## src/rshe_pkg.sv

```systemverilog
`timescale 1ns / 1ps
`default_nettype none

package rshe_pkg;

  // Internal datapath widths: CORDIC x/y, and the wide Legendre/result lane
  localparam int XW = 34;
  localparam int MW = 44;

  localparam int ONE_Q30 = 1073741824;
  localparam logic signed [XW-1:0] ONE_X = XW'(ONE_Q30);
  localparam logic signed [XW-1:0] MINUS_ONE_X = -XW'(ONE_Q30);

  // Input word
  typedef struct packed {
    logic [2:0]        band;
    logic signed [3:0] order;
    logic [15:0]       polar_angle;
    logic [15:0]       azimuth_angle;
  } in_word_t;

  // Result word
  typedef struct packed {
    logic signed [31:0] harmonic_value;
    logic               bad_order;
  } out_word_t;

  // Classified job handed from the front end to the back end
  typedef struct packed {
    logic        bad;
    logic [2:0]  band;
    logic [2:0]  abs_order;
    logic        order_neg;
    logic        order_zero;
    logic [31:0] theta_turn;
    logic [31:0] phi_turn;
  } job_t;

  // CORDIC request and response
  typedef struct packed {
    logic        start;
    logic [31:0] turn;
  } cordic_req_t;

  typedef struct packed {
    logic                 done;
    logic signed [XW-1:0] cos_val;
    logic signed [XW-1:0] sin_val;
  } cordic_rsp_t;

endpackage

`default_nettype wire

```

## src/rshe_front.sv

```systemverilog
`timescale 1ns / 1ps
`default_nettype none

module rshe_front import rshe_pkg::*; #(
  parameter int MAX_BAND   = 7,
  parameter int ANGLE_BITS = 16
) (
  input  wire logic     clk_i,
  input  wire logic     rst_ni,
  input  wire logic     in_valid_i,
  output logic          in_ready_o,
  input  wire in_word_t in_word_i,
  output logic          job_valid_o,
  input  wire logic     job_ready_i,
  output job_t          job_word_o
);

  localparam logic [15:0] AngleMask =
    (ANGLE_BITS >= 16) ? 16'hFFFF : 16'((1 << ANGLE_BITS) - 1);

  job_t        job_d, job_q;
  logic        job_valid_q;
  logic [3:0]  abs_order;
  logic [15:0] pa, aa;

  // Classify the incoming word
  always_comb begin
    abs_order = in_word_i.order[3] ? 4'(-in_word_i.order) : 4'(in_word_i.order);
    pa = in_word_i.polar_angle & AngleMask;
    aa = in_word_i.azimuth_angle & AngleMask;
    job_d.bad        = (abs_order > {1'b0, in_word_i.band}) ||
                       (int'(in_word_i.band) > MAX_BAND);
    job_d.band       = in_word_i.band;
    job_d.abs_order  = abs_order[2:0];
    job_d.order_neg  = in_word_i.order[3];
    job_d.order_zero = (in_word_i.order == 4'sd0);
    job_d.theta_turn = 32'(32'(pa) << (31 - ANGLE_BITS));
    job_d.phi_turn   = 32'((32'(aa) << (32 - ANGLE_BITS)) * 32'(abs_order[2:0]));
  end

  assign in_ready_o  = !job_valid_q || job_ready_i;
  assign job_valid_o = job_valid_q;
  assign job_word_o  = job_q;

  always_ff @(posedge clk_i or negedge rst_ni) begin
    if (!rst_ni) begin
      job_valid_q <= 1'b0;
    end else if (in_ready_o) begin
      job_valid_q <= in_valid_i;
    end
  end

  always_ff @(posedge clk_i) begin
    if (in_ready_o && in_valid_i) begin
      job_q <= job_d;
    end
  end

endmodule

`default_nettype wire

```

## config.mk

```make
export PLATFORM = sky130hd
export DESIGN_NAME = rshe_front
export DESIGN_NICKNAME = d
export VERILOG_FILES = /design/src/rshe_pkg.sv /design/src/rshe_front.sv
export SDC_FILE = /design/constraint.sdc
export NUM_CORES = 1
export LEC_CHECK = 0
export BUFFER_PORTS_ARGS = -buffer_cell sky130_fd_sc_hd__buf_2
export CAP_MARGIN = 15
export CORE_UTILIZATION = 49
export DETAILED_ROUTE_END_ITERATION = 6
export GPL_TIMING_DRIVEN = 0
export PLACE_DENSITY = 0.77
export SYNTH_ARGS = -nofsm -noshare
export SYNTH_HDL_FRONTEND = slang
export SYNTH_SLANG_ARGS = --single-unit
```

## constraint.sdc

```tcl
create_clock -name clk_i -period 3.07 [get_ports clk_i]
set_input_delay 0.1535 -clock clk_i [delete_from_list [all_inputs] [get_ports clk_i]]
set_output_delay 0.1535 -clock clk_i [all_outputs]
set_load 0.05 [all_outputs]
```

* Word-level counts from Yosys, hierarchy flattened
Index checks and enable logic that the tools add are counted.
** Word-level totals
- Register bits :: 42
- Output and inout bits :: 75
** Operators by class
- Add/subtract/negate cells :: 1
- $mul :: 1
- Order comparisons :: 1
- Multiplexer cells :: 1
- Reduce and logical (&&, ||, !) cells :: 4
** Operators with widths (count)
- 16-bit by 3-bit multiplier with 16-bit output :: 1
- 4-bit by 3-bit > comparator with 1-bit output :: 1
- 4-bit logical NOT :: 1
- 4-bit two-way mux :: 1
- 4-bit negation :: 1
- 1-bit logical AND :: 1
- 1-bit logical NOT :: 1
- 1-bit logical OR :: 1

* Depth between registers and ports, before layout
- Depth after elaboration :: 3
- Mapped depth :: 18
- Gate-level depth less buffers :: 15

* Least setup slack after synthesis
Ideal clock, no wire load.
- Path kind :: input-to-reg
- From :: in in_word_i[32] (netlist name)
- To :: reg job_q (netlist bit job_word_o[30]) (data pin)
- Data arrival time :: 3760 ps
- Setup slack :: -974 ps
- Cell stages on the path :: 18
- Cell sequence :: clkbuf_1 clkbuf_1 inv_1 ha_1 nand2b_1 xnor2_1 clkbuf_1 nand2_1 fa_1 inv_1 ha_1 inv_1 fa_1 nor2b_4 o31a_4 a221oi_4 a211o_2 o311ai_2
** RTL lines
- start, declared :: RTL line rshe_front.sv:12 : input wire in_word_t in_word_i,
- end signal, assigned :: RTL line rshe_front.sv:55 : job_q <= job_d;
- end, declared :: RTL line rshe_front.sv:21 : job_t job_d, job_q;

==> impl_metrics.csv <==
group,metric,value,unit
clocking,htreeDepth,2,
floorplan,die_h,78.5,µm
critical_path,required,3.10,ns
clocking,cts_tree,"yes",
synth,synthFlopType,"edfxtp_1",
floorplan,dieArea,0.00616,mm²
synth,ys_warn_count,0,
synth,synth.ff_latch_count,42,
sta,hold_violations,0,
layout,seqCellArea,0.00126,mm²
power_and_ir_drop,p_leak,1.93,nW
global_route,grt_max_degree,42,
worst_hold_path,hold_path_class,"in -> reg",
sta,drv_slew,0,
critical_path,crit_path_top_delay_cell,"fa_1",
sta,tightest_slew,0.913,ns
synth,synth_area_per_cell,10.9,µm²
global_route,antenna_found_initial,0,
sta,post-route-period-util,97.7,%
layout,areaGrowthSynthToFinish,38.7,%
layout,finalNetCount,477,
clocking,cts.sinks,42,
place,hpwl,4180,µm
layout,drive_above_1_share,44.4,%
clocking,cts_root_buf,"clkbuf_8",
critical_path,crit_fanout,6,
sta,timing.hold.ws,0.0343,ns
layout,final_cells,475,
routing,vias,2178,
power_and_ir_drop,ir_drop,0.000311,V
routing,drc_errors,0,
sta,fmax,333,MHz
worst_hold_path,hold_start,"in_word_i[27]",
synth,netlist_area,0.00287,mm²
floorplan,core_area,0.00557,mm²
synth,seq_area_frac_synth,43.8,%
sta,setup_viol,0,
sta,period_needed,3.00,ns
critical_path,crit_path_start,"in_word_i[32]",
synth,synth_top_family_by_area,"adder cells",
routing,firstDrtPassIters,4,
place,port_buffers,85,
routing,routed_wl,5430,µm
routing,wl_per_cell,11.4,µm
critical_path,start_kind,"input pin",
synth,synth-simple-area-share,12.2,%
layout,finish.utilization,71.3,%
layout,fillCellCount,420,
global_route,grt_pass1_vias,2058,
clocking,numCtsBuffers,5,
synth,synthCells,264,
routing,postRouteAntennaNets,0,
floorplan,die_w,78.5,µm
clocking,clkLatencyLatePin,0.29,ns
clocking,cts_buffer_depth,2,
routing,drt_iter0_drc,53,
global_route,grt_first_pass_wirelength,8800,µm
global_route,track_usage,18.3,%
routing,via_per_inst,4.59,
floorplan,start_util,51.4,%
place,placed_cells,452,
floorplan,ios,118,
floorplan,rows,27,
power_and_ir_drop,power_density,514,mW/mm²
critical_path,reg2reg_from,"job_valid_o$_DFFE_PN0N_",
synth,synth_xor_area_share,4.28,%
layout,antennaDiodeCount,0,
synth,synthDistinctLibCells,38,
critical_path,path_buf_inv,5,
critical_path,path_cells,"buf_2, inv_6, ha_4, nand2b_4, xnor2_4, buf_8, nand2_4, fa_1, inv_1, ha_2, inv_2, fa_2, nor2b_4, o31a_4, a221oi_4, a211o_2, o311ai_2",
critical_path,critPathMaxStageDelay,0.50,ns
flow_run,maxCapViolations,0,
synth,synthAdderAreaFrac,17.6,%
critical_path,critPathTopFamily,"adder cells",
synth,synth_compound_area_share,8.25,%
global_route,grt_overflow_total,0,
critical_path,endpoint_kind,"register",
power_and_ir_drop,power.total,2.04,mW
synth,muxShareOfSynthArea,0.393,%
sta,finalClockSkew,0.00308,ns
clocking,clkTransAtPathRegs,0.08,ns
outcome,outcome,"complete, no violations",
critical_path,crit_arrival,3.03,ns
layout,multiInputGateArea,0.00158,mm²
synth,synth-edff-count,41,
place,globalplace.congestion,0.819,
critical_path,crit_type,"in -> reg",
sta,worst_slack,0.0692,ns
synth,synthArstFlopShare,2.38,%
place,pre_cts_slack,-0.633,ns
sta,slew_headroom,39.1,%
[Yosys cell counts, types with 6 or more instances]
cell type / n / area [µm²]
buf_4: 32 / 240
ha_1: 18 / 225
xnor2_1: 11 / 96.3
edfxtp_1: 41 / 1230
inv_1: 33 / 124
fa_1: 14 / 280
a21oi_1: 6 / 30.0
nor2_1: 7 / 26.3
nand2_1: 46 / 173
[worst register-to-register path: stages (launching register included)]
cell	delay (ns)
dfrtp_1	0.38
nand2b_1	0.10
and2_2	0.76
[logic make-up after synthesis]
family | count (synthesis)
AO/OA/AOI/OAI | 28
XOR/XNOR | 14
adder cells (fa/ha/maj) | 32
buffers and inverters | 69
flip-flops | 42
multiplexers | 1
other | 1
AND/OR/NAND/NOR | 77
[layer usage]
layer	vias up	global-route usage, %	routed length, µm
met4	0	5.93	87
met5	-	0	0
met2	91	33.6	2640
li1	1090	-	-
met3	9	3.26	400
met1	988	21.3	2300
[state kept, by name, indices dropped and copies added, names as in the netlist]
register and cells:
job_valid_o 1, job_word_o 41
[power by group]
group | switching, mW | internal (mW) | leakage, nW | total, mW
sequential | 0.0121 | 0.716 | 0.403 | 0.728
combinational | 0.615 | 0.370 | 1.48 | 0.984
clock | 0.176 | 0.156 | 0.0426 | 0.332
total | 0.802 | 1.24 | 1.93 | 2.04
[final cells by class]
type | count | share of cell area, %
plain buffers | 34 | 7.05
clock buffers | 6 | 1.83
clock inverters | 2 | 0.220
inverters | 33 | 3.24
multi-input cells | 184 | 39.8
flip-flops and latches | 42 | 31.6
well taps | 72 | 2.27
repair buffers | 102 | 14.0
[placed cells by master (no fill, tap or decap), types with 3 or more instances in the layout]
master | netlist | routed
a21o_1 | 3 | 3
a21oi_1 | 6 | 3
a21oi_2 | 2 | 3
and2_1 | 4 | 3
buf_2 | 0 | 85
buf_4 | 32 | 48
clkbuf_8 | 0 | 5
conb_1 | 1 | 32
edfxtp_1 | 41 | 41
fa_1 | 14 | 13
ha_1 | 18 | 7
ha_4 | 0 | 10
inv_1 | 33 | 30
nand2_1 | 46 | 43
nand2b_1 | 4 | 3
nand3_1 | 4 | 4
nor2_1 | 7 | 7
nor2b_1 | 3 | 3
o21a_1 | 4 | 4
xnor2_1 | 11 | 10
xor2_1 | 3 | 3
[final timing paths]
| check | end | slack, ns | depth (start not counted) |
|---|---|---|---|
| min in group asynchronous | job_valid_o$_DFFE_PN0N_ | 0.17 | 2 |
| hold reg to reg | job_valid_o$_DFFE_PN0N_ | 0.53 | 2 |
| hold / removal | job_word_o[58]$_DFFE_PP_ | 0.03 | 1 |
| max in group asynchronous | job_valid_o$_DFFE_PN0N_ | 2.82 | 2 |
| setup reg to reg | job_word_o[49]$_DFFE_PP_ | 1.45 | 2 |
| setup / recovery | job_word_o[30]$_DFFE_PP_ | 0.07 | 17 |
[through the flow]
| step | instance area, µm² | setup TNS (ns) |
|---|---|---|
| after detailed placement | 3750 | -3.35 |
| final | 3970 | 0 |
| after global placement | 3750 | -3.01 |
| after global routing | 3970 | -0.0543 |
| after CTS | 3880 | 0 |
| after floorplan | 3230 | -0.721 |
[repair_timing]
item | CTS | global route
resized for setup | 1 | 12
pin swaps | 4 | 12
hold endpoints to repair | 1 | 0
endpoints found under the setup margin | 6 | 4
buffers inserted | 8 | 8
hold buffers | 1 | 0
Note: power is estimated with default switching activity, not from simulation.
