<file path="src/rshe_pkg.sv">
`timescale 1ns / 1ps
`default_nettype none

package rshe_pkg;

  // Internal datapath widths: CORDIC x/y, and the wide Legendre/result lane
  localparam int XW = 34;
  localparam int MW = 44;

  localparam int ONE_Q30 = 1073741824;
  localparam logic signed [XW-1:0] ONE_X = XW'(ONE_Q30);
  localparam logic signed [XW-1:0] MINUS_ONE_X = -XW'(ONE_Q30);

  // Input word
  typedef struct packed {
    logic [2:0]        band;
    logic signed [3:0] order;
    logic [15:0]       polar_angle;
    logic [15:0]       azimuth_angle;
  } in_word_t;

  // Result word
  typedef struct packed {
    logic signed [31:0] harmonic_value;
    logic               bad_order;
  } out_word_t;

  // Classified job handed from the front end to the back end
  typedef struct packed {
    logic        bad;
    logic [2:0]  band;
    logic [2:0]  abs_order;
    logic        order_neg;
    logic        order_zero;
    logic [31:0] theta_turn;
    logic [31:0] phi_turn;
  } job_t;

  // CORDIC request and response
  typedef struct packed {
    logic        start;
    logic [31:0] turn;
  } cordic_req_t;

  typedef struct packed {
    logic                 done;
    logic signed [XW-1:0] cos_val;
    logic signed [XW-1:0] sin_val;
  } cordic_rsp_t;

endpackage

`default_nettype wire

</file>
<file path="src/rshe_fifo.sv">
`timescale 1ns / 1ps
`default_nettype none

module rshe_fifo import rshe_pkg::*; (
  input  wire logic clk_i,
  input  wire logic rst_ni,
  input  wire logic push_valid_i,
  output logic      push_ready_o,
  input  wire job_t push_word_i,
  output logic      pop_valid_o,
  input  wire logic pop_ready_i,
  output job_t      pop_word_o
);

  localparam int Depth = 2;
  localparam int PtrW  = $clog2(Depth);
  localparam int CntW  = $clog2(Depth + 1);

  job_t            mem_q [Depth];
  logic [PtrW-1:0] wr_ptr_q, rd_ptr_q;
  logic [CntW-1:0] cnt_q;
  logic            push, pop;

  assign push_ready_o = (cnt_q != CntW'(Depth));
  assign pop_valid_o  = (cnt_q != '0);
  assign pop_word_o   = mem_q[rd_ptr_q];
  assign push = push_valid_i && push_ready_o;
  assign pop  = pop_valid_o && pop_ready_i;

  // Pointers and fill level
  always_ff @(posedge clk_i or negedge rst_ni) begin
    if (!rst_ni) begin
      wr_ptr_q <= '0;
      rd_ptr_q <= '0;
      cnt_q    <= '0;
    end else begin
      if (push) wr_ptr_q <= wr_ptr_q + 1'b1;
      if (pop)  rd_ptr_q <= rd_ptr_q + 1'b1;
      if (push && !pop)      cnt_q <= cnt_q + 1'b1;
      else if (pop && !push) cnt_q <= cnt_q - 1'b1;
    end
  end

  always_ff @(posedge clk_i) begin
    if (push) mem_q[wr_ptr_q] <= push_word_i;
  end

endmodule

`default_nettype wire

</file>
<file path="config.mk">
export PLATFORM = sky130hd
export DESIGN_NAME = rshe_fifo
export DESIGN_NICKNAME = d
export VERILOG_FILES = /design/src/rshe_pkg.sv /design/src/rshe_fifo.sv
export SDC_FILE = /design/constraint.sdc
export NUM_CORES = 1
export LEC_CHECK = 0
export BUFFER_PORTS_ARGS = -buffer_cell sky130_fd_sc_hd__buf_2
export CAP_MARGIN = 20
export CORE_UTILIZATION = 52
export DETAILED_ROUTE_END_ITERATION = 6
export PLACE_DENSITY = 0.79
export SLEW_MARGIN = 10
export SYNTH_ARGS = -nofsm -noshare
export SYNTH_HDL_FRONTEND = slang
export SYNTH_SLANG_ARGS = --single-unit
</file>
<file path="constraint.sdc">
create_clock -name clk_i -period 5.1 [get_ports clk_i]
set_input_delay 1.02 -clock clk_i [delete_from_list [all_inputs] [get_ports clk_i]]
set_output_delay 1.02 -clock clk_i [all_outputs]
set_load 0.05 [all_outputs]
</file>
# Yosys cells after proc, flatten, opt, wreduce, memory -nomap -nowiden
# Memories as Yosys holds them, arrays and structs flattened.
# Cells that the tools add are included.
# W data, S select, Z words.
# word_totals
ff_bits	4
ram_bits	146
in_bits	77
out_inout_bits	75
wordCells	21
n_memories	1
# classes
add_sub_neg	4
eq_ne	1
muxes	4
n_reduce_logical	8
# memory_table
memory	words	word_bits	rd	rd_ports_with_merged_regs	wr	line_no	rtl
mem_q	2	73	1	0	1	rshe_fifo.sv:19	job_t mem_q [Depth];
# op_table
operator	n
$logic_and A1 B1 Y1	4
$mux W2	2
$reduce_bool A2 Y1	2
$add A1 B1 Y1 const B	2
$add A2 B1 Y2 const B	1
$logic_not A1 Y1	2
$mux W1	2
$ne A2 B2 Y1 const B	1
$sub A2 B1 Y2 const B	1

# Longest topological paths before layout
# Gate-level depths: netlist (run 1).
# depth
ltp_word	6
depth_mapped	7
mapped_depth_nobuf	7

# Worst setup path before layout (run 1)
# Ideal clock, no wire load.
# synth_timing
path_type	input port to flip-flop
from	in push_valid_i
to	mem mem_q[0][0] (netlist bit), enable pin
setup_time_ps	505
t_arrival_ps	4181
required_ps	4595
setup_slack_ps	414
path_stages	2
n_path_buf	0
cell_sequence	nand2_1 -> nor2_1
# synth_between
elab_chain_cells	3
# synth_rtl
item	line_no	rtl
start: declaration	rshe_fifo.sv:7	input wire logic push_valid_i,
$logic_and A1 B1 Y1	rshe_fifo.sv:27	assign push = push_valid_i && push_ready_o;
$mux W1	rshe_fifo.sv:45	if (push) mem_q[wr_ptr_q] <= push_word_i;
$mux W1 (not written as such)	rshe_fifo.sv:45	
end: declaration	rshe_fifo.sv:19	
# Every way passes these cells.

==> flow_summary.json, run 1 <==
{
  "r2r_cells": 2,
  "area_growth_pct": 26.9,
  "postCtsSetupBuffers": 0,
  "root_buffer": "clkbuf_8",
  "wirelength_um": 9170,
  "synthCells": 245,
  "die_y_um": 107,
  "ios": 152,
  "vias": 2798,
  "rsz0062_at_grt": "no",
  "drtIter0Drc": 77,
  "grt_max_degree": 74,
  "die_w_um": 107,
  "detail_route.vias_per_cell": 5.01,
  "p_int_mw": 3.24,
  "min_period_ns": 3.69,
  "critPathBufInv": 2,
  "clockBufferDepth": 2,
  "r2r-start": "cnt_q[0]",
  "grt_pass1_wl_um": 13800,
  "avgRoutedWirePerCell_um": 16.4,
  "synth-main-ff-cell": "edfxtp_1",
  "fmax_ghz": 0.271,
  "synthTopCellsByArea": "edfxtp_1, mux2_4, mux2_2",
  "path_clk_slew_ns": 0.06,
  "whs_ns": 0.307,
  "relSlewSlack": 0.254,
  "rows": 37,
  "ant_nets": 0,
  "switching_share": 0.378,
  "postCtsHoldBufs": 0,
  "antenna_cells": 0,
  "crit_family": "flip-flops",
  "htreeDepth": 4,
  "worst_pin_slew_ns": 1.12,
  "ys_seq_elements": 150,
  "synthMostInstantiatedCell": "edfxtp_1",
  "path_cells": "buf_4 > mux2_4 > buf_2",
  "drc": 0,
  "worstPathRequired_ns": 4.08,
  "clk_latency_ns": 0.51,
  "power_density_nw_per_um2": 720,
  "hp-class": "primary input to async pin",
  "ys.warnings.count": 0,
  "clkPwrFrac": 0.253,
  "place.gp.congestion": 0.688,
  "status": "completed",
  "die-area_sq_um": 11400,
  "synth-async-reset-ratio": 0.0267,
  "antenna_found_initial": 0,
  "ys_seq_area_frac": 0.785,
  "p_sw_mw": 1.97,
  "p_comb_frac": 0.385,
  "drt_pass1_iterations": 4,
  "p_seq_frac": 0.362,
  "power_mw": 5.22,
  "start_util": 0.546,
  "numCtsBuffers": 17,
  "grtUsageTotal": 0.166,
  "drv_cap": 0,
  "path_class": "flip-flop to output pin",
  "dpl.hpwl_um": 5970,
  "crit_arrival_ns": 2.67,
  "synth_cell_types": 15,
  "port_buffers": 151,
  "synth_top_area_frac": 0.768,
  "critPathSlowestCell": "dfrtp_4",
  "critPathCaptureType": "output pin",
  "r2r_setup_slack_ns": 3.22,
  "synth_nets": 323,
  "r2r_end": "mem_q[1][24]",
  "setup_viol": 0,
  "cellLeakagePower_nw": 2.91,
  "slew_viol_final": 0,
  "synth_area_sq_um": 5710,
  "hold_viol_final": 0,
  "fin_crit_sh": 0.724,
  "design.core.area_sq_um": 10500,
  "tns_ns": 0,
  "grt-ovfl-total": 0,
  "yosys.area.top_type": "edfxtp_1",
  "peakVddDrop_mv": 0.610,
  "crit_fanout": 63,
  "final_nets": 488,
  "synth_common_cells": "edfxtp_1, mux2_4, mux2_2",
  "drive_gt1_frac": 0.604,
  "syn_avg_cell_area_sq_um": 23.3,
  "grt_pass1_vias": 2873,
  "tritoncts": "built",
  "synth_edf_count": 146,
  "cpPeakStageDelay_ns": 1.13,
  "critPathLaunchType": "flip-flop",
  "cts.sinks": 150,
  "finalClockSkew_ns": 0.00831,
  "cts-resized-gates": 0
}
==> power by group through the flow <==
| stage | logic, mW | clock network (mW) | registers, mW |
|---|---|---|---|
| after detailed placement | 2.01 | 0 | 1.92 |
| after global routing | 2.10 | 1.39 | 1.92 |
| after floorplan | 1.79 | 0 | 1.79 |
| after global placement | 1.99 | 0 | 1.91 |
| final | 2.01 | 1.32 | 1.89 |
| after CTS | 2.02 | 1.34 | 1.90 |
==> through the flow <==
step | std cells | instance area (sq um) | utilization | setup WS, ns
floorplan | 245 | 5710 | - | 0.414
CTS | 557 | 7220 | 0.691 | 1.39
global placement | 526 | 6600 | 0.630 | 1.99
global route | 558 | 7240 | 0.692 | 1.30
finish | 558 | 7240 | 0.692 | 1.41
detailed placement | 526 | 6600 | 0.630 | 1.96
==> worst reg2reg max path, cell delays in order (launching register included) <==
cell and delay, ns:
dfrtp_1 0.41, nand2b_1 0.17, and3_4 0.84
==> registers in the layout (all words and copies together) (netlist names) <==
register  flops
mem_q       146
cnt_q         2
rd_ptr_q      1
wr_ptr_q      1
==> area by class of cell <==
| class | instances | area [sq um] |
|---|---|---|
| Sequential cell | 150 | 4490 |
| Inverter | 1 | 3.75 |
| Clock inverter | 12 | 208 |
| Fill cell | 694 | 3220 |
| Multi-Input combinational cell | 86 | 1150 |
| Clock buffer | 19 | 422 |
| Tap cell | 136 | 170 |
| Timing Repair Buffer | 154 | 803 |
==> routing by layer <==
metal  wire (um)  track usage
met2        4640        0.272
met3         679       0.0675
met5           0            0
met1        3790        0.200
met4          62       0.0587
==> worst max path at each step <==
stage	end	start	slack, ns	cells after the start
after floorplan	mem_q[0][0]	push_valid_i	0.41	2
after global placement	pop_word_o[6]	rd_ptr_q	1.99	3
after detailed placement	pop_word_o[3]	rd_ptr_q	1.96	3
after CTS	pop_word_o[3]	rd_ptr_q	1.39	3
after global routing	pop_word_o[3]	rd_ptr_q	1.30	3
final	pop_word_o[3]	rd_ptr_q	1.41	3
==> cell families after synthesis <==
logic type | after synthesis | share of synthesized area
xor+xnor | 5 | 0.00767
mux | 73 | 0.183
flops | 150 | 0.785
fa+ha+maj | 1 | 0.00219
buf+inv | 9 | 0.0153
simple gates | 7 | 0.00592
==> cell usage in the layout (no fill, tap or decap) <==
cell,count
xor2_1,2
clkbuf_16,16
nand2b_1,1
xnor2_1,3
clkbuf_1,2
ha_1,1
nand2_1,2
clkinvlp_4,1
clkinv_2,1
mux2_2,13
bufinv_16,6
and3_4,1
clkinv_1,4
buf_12,2
clkbuf_8,1
edfxtp_1,146
mux2_4,60
or2_1,1
dfrtp_4,1
nor2_4,1
buf_2,151
buf_4,1
inv_1,1
dfrtp_1,3
nor2_1,1
Power figures use the tool's default switching activity.
==> run 2, diff against run 1 <==
--- a/config.mk
+++ b/config.mk
@@ -5,6 +5,7 @@
 export SDC_FILE = /design/constraint.sdc
 export NUM_CORES = 1
 export LEC_CHECK = 0
+export ABC_AREA = 1
 export BUFFER_PORTS_ARGS = -buffer_cell sky130_fd_sc_hd__buf_2
 export CAP_MARGIN = 20
 export CORE_UTILIZATION = 52
==> constraint.sdc (replaced) <==
create_clock -name clk_i -period 3.83 [get_ports clk_i]
set_input_delay 0.766 -clock clk_i [delete_from_list [all_inputs] [get_ports clk_i]]
set_output_delay 0.766 -clock clk_i [all_outputs]
set_load 0.05 [all_outputs]
==> run 2 against run 1 <==
  * First-iteration DRC count rose to 2.7 times the previous value
  * Via count rose by 23%
  * Critical path type unchanged
  * Cell count rose by 29%
  * Setup slack got worse by 0.59 ns
  * Routed wire length rose by 13%
  * Utilization fell by 1.1 points
  * Cell area fell by 2.9%
  * Synthesized cell count rose by 67%
  * Flip-flop and latch count did not move
  * Sequential share of layout area rose by 1.8 points
  * Global-route usage rose by 3.2 points
  * Die area fell by 3.1%
==> flow_summary.json, run 2 <==
{
  "status": "completed",
  "synth-async-reset-ratio": 0.0267,
  "clk_latency_ns": 0.50,
  "clockBufferDepth": 2,
  "synth_common_cells": "nand2_1, edfxtp_1, buf_2",
  "ys_seq_elements": 150,
  "synthTopCellsByArea": "edfxtp_1, nand2_1, dfrtp_1",
  "cpPeakStageDelay_ns": 0.44,
  "drive_gt1_frac": 0.326,
  "cp_num_cells": 5,
  "postCtsHoldBufs": 0,
  "ys.warnings.count": 0,
  "ios": 152,
  "relSlewSlack": 0.358,
  "start_util": 0.535,
  "synth_top_area_frac": 0.793,
  "root_buffer": "clkbuf_8",
  "dpl.hpwl_um": 6540,
  "synth_edf_count": 146,
  "ys_seq_area_frac": 0.811,
  "drtIter0Drc": 208,
  "slew_viol_final": 0,
  "rsz0062_at_grt": "no",
  "die_w_um": 105,
  "area_growth_pct": 27.2,
  "final_cell_mix": "nand2_1, buf_2, edfxtp_1",
  "r2r_setup_slack_ns": 1.72,
  "path_clk_slew_ns": 0.06,
  "worst_pin_slew_ns": 0.964,
  "grt-ovfl-total": 0,
  "ant_nets": 0,
  "ff_latch_area_sq_um": 4490,
  "tritoncts": "built",
  "crit_family": "buffers and inverters",
  "largest_reg_flops": 146,
  "synthCells": 410,
  "antenna_cells": 0,
  "grt_max_degree": 75,
  "nFillCells": 728,
  "die-area_sq_um": 11000,
  "synthMostInstantiatedCell": "nand2_1",
  "grt_pass1_wl_um": 16200,
  "wirelength_um": 10400,
  "numCtsBuffers": 17,
  "largest-register": "mem_q",
  "avgRoutedWirePerCell_um": 14.4,
  "fin_crit_sh": 0.787,
  "design.core.area_sq_um": 10300,
  "detail_route.vias_per_cell": 4.80,
  "fmax_ghz": 0.332,
  "worstPathRequired_ns": 3.06,
  "cts-resized-gates": 0,
  "crit_top_cell": "nand2_1",
  "syn_avg_cell_area_sq_um": 13.5,
  "drc": 0,
  "r2r-start": "cnt_q[0]",
  "rows": 37,
  "hp-class": "primary input to async pin",
  "vias": 3443,
  "finalClockSkew_ns": 0.00932,
  "grt_pass1_vias": 3360,
  "yosys.area.top_type": "edfxtp_1",
  "synth_cell_types": 14,
  "r2r_end": "mem_q[0][43]",
  "crit_fanout": 35,
  "cts.sinks": 150,
  "min_period_ns": 3.01,
  "multi_input_area_sq_um": 928,
  "r2r_cells": 5,
  "synth_area_sq_um": 5530,
  "critPathBufInv": 3,
  "port_buffers": 151,
  "top_regs": "mem_q: 146 flops, cnt_q: 2 flops",
  "drt_pass1_iterations": 5,
  "final_nets": 647,
  "critPathCaptureType": "output pin",
  "htreeDepth": 4,
  "critPathSlowestCell": "inv_2",
  "postCtsSetupBuffers": 0,
  "drv_cap": 0,
  "path_class": "flip-flop to output pin",
  "path_cells": "inv_2 > buf_4 > nand2_1 > nand2_1 > buf_2",
  "die_y_um": 105,
  "pre_cts_ws_ns": 1.32,
  "timing.final.ws_setup_ns": 0.817,
  "final_common_cell": "nand2_1",
  "dp.cells": 686,
  "place.gp.congestion": 0.773,
  "setup_viol": 0,
  "final_cells": 718,
  "antenna_found_initial": 1,
  "synth-main-ff-cell": "edfxtp_1",
  "crit_arrival_ns": 2.25,
  "grtUsageTotal": 0.199,
  "hold_viol_final": 0,
  "synth_nets": 488,
  "critPathLaunchType": "flip-flop",
  "finish.utilization": 0.681
}
==> run 2: worst max path at each step <==
stage	slack, ns	from	endpoint
after CTS	0.76	rd_ptr_q	pop_word_o[0]
after global placement	1.41	rd_ptr_q	pop_word_o[69]
final	0.82	rd_ptr_q	pop_word_o[0]
after floorplan	-0.74	cnt_q[0]	mem_q[0][0]
after global routing	0.66	rd_ptr_q	pop_word_o[1]
after detailed placement	1.32	rd_ptr_q	pop_word_o[0]
==> run 2: kinds of logic after synthesis <==
logic type | share of synthesized area
and+or+nand+nor | 0.160
DFF | 0.811
buffers and inverters | 0.0235
xor gates and xnor gates | 0.00317
adders and majority gates | 0.00226
==> run 2: through the flow <==
step,hold WS (ns),setup TNS [ns],instance area [sq um]
2_1_floorplan,0.462,-108.38,5530
3_3_place_gp,0.479,0,6420
3_5_place_dp,0.503,0,6420
4_1_cts,0.0392,0,7030
5_1_grt,0.0339,0,7030
6_report,0.0629,0,7030
==> run 2: final cells by class <==
class                      instances  share of cell area
sequential                       150               0.638
multi-input combinational        237               0.132
timing repair buffer             156               0.115
clock buffer                      19              0.0600
clock inverter                    13              0.0278
tap                              136              0.0242
inverter                           7             0.00374
==> run 2: layer usage <==
metal | share of wire | GRT usage | vias up
met5 | 0.0011 | 0 | -
met4 | 0.0031 | 0.0825 | 2
met3 | 0.070 | 0.0599 | 4
met2 | 0.52 | 0.342 | 130
met1 | 0.40 | 0.232 | 1612
li1 | - | - | 1695
Power of run 2 is not shown: default switching activity piles up to over one toggle a cycle in this logic, so the estimate is an artifact.
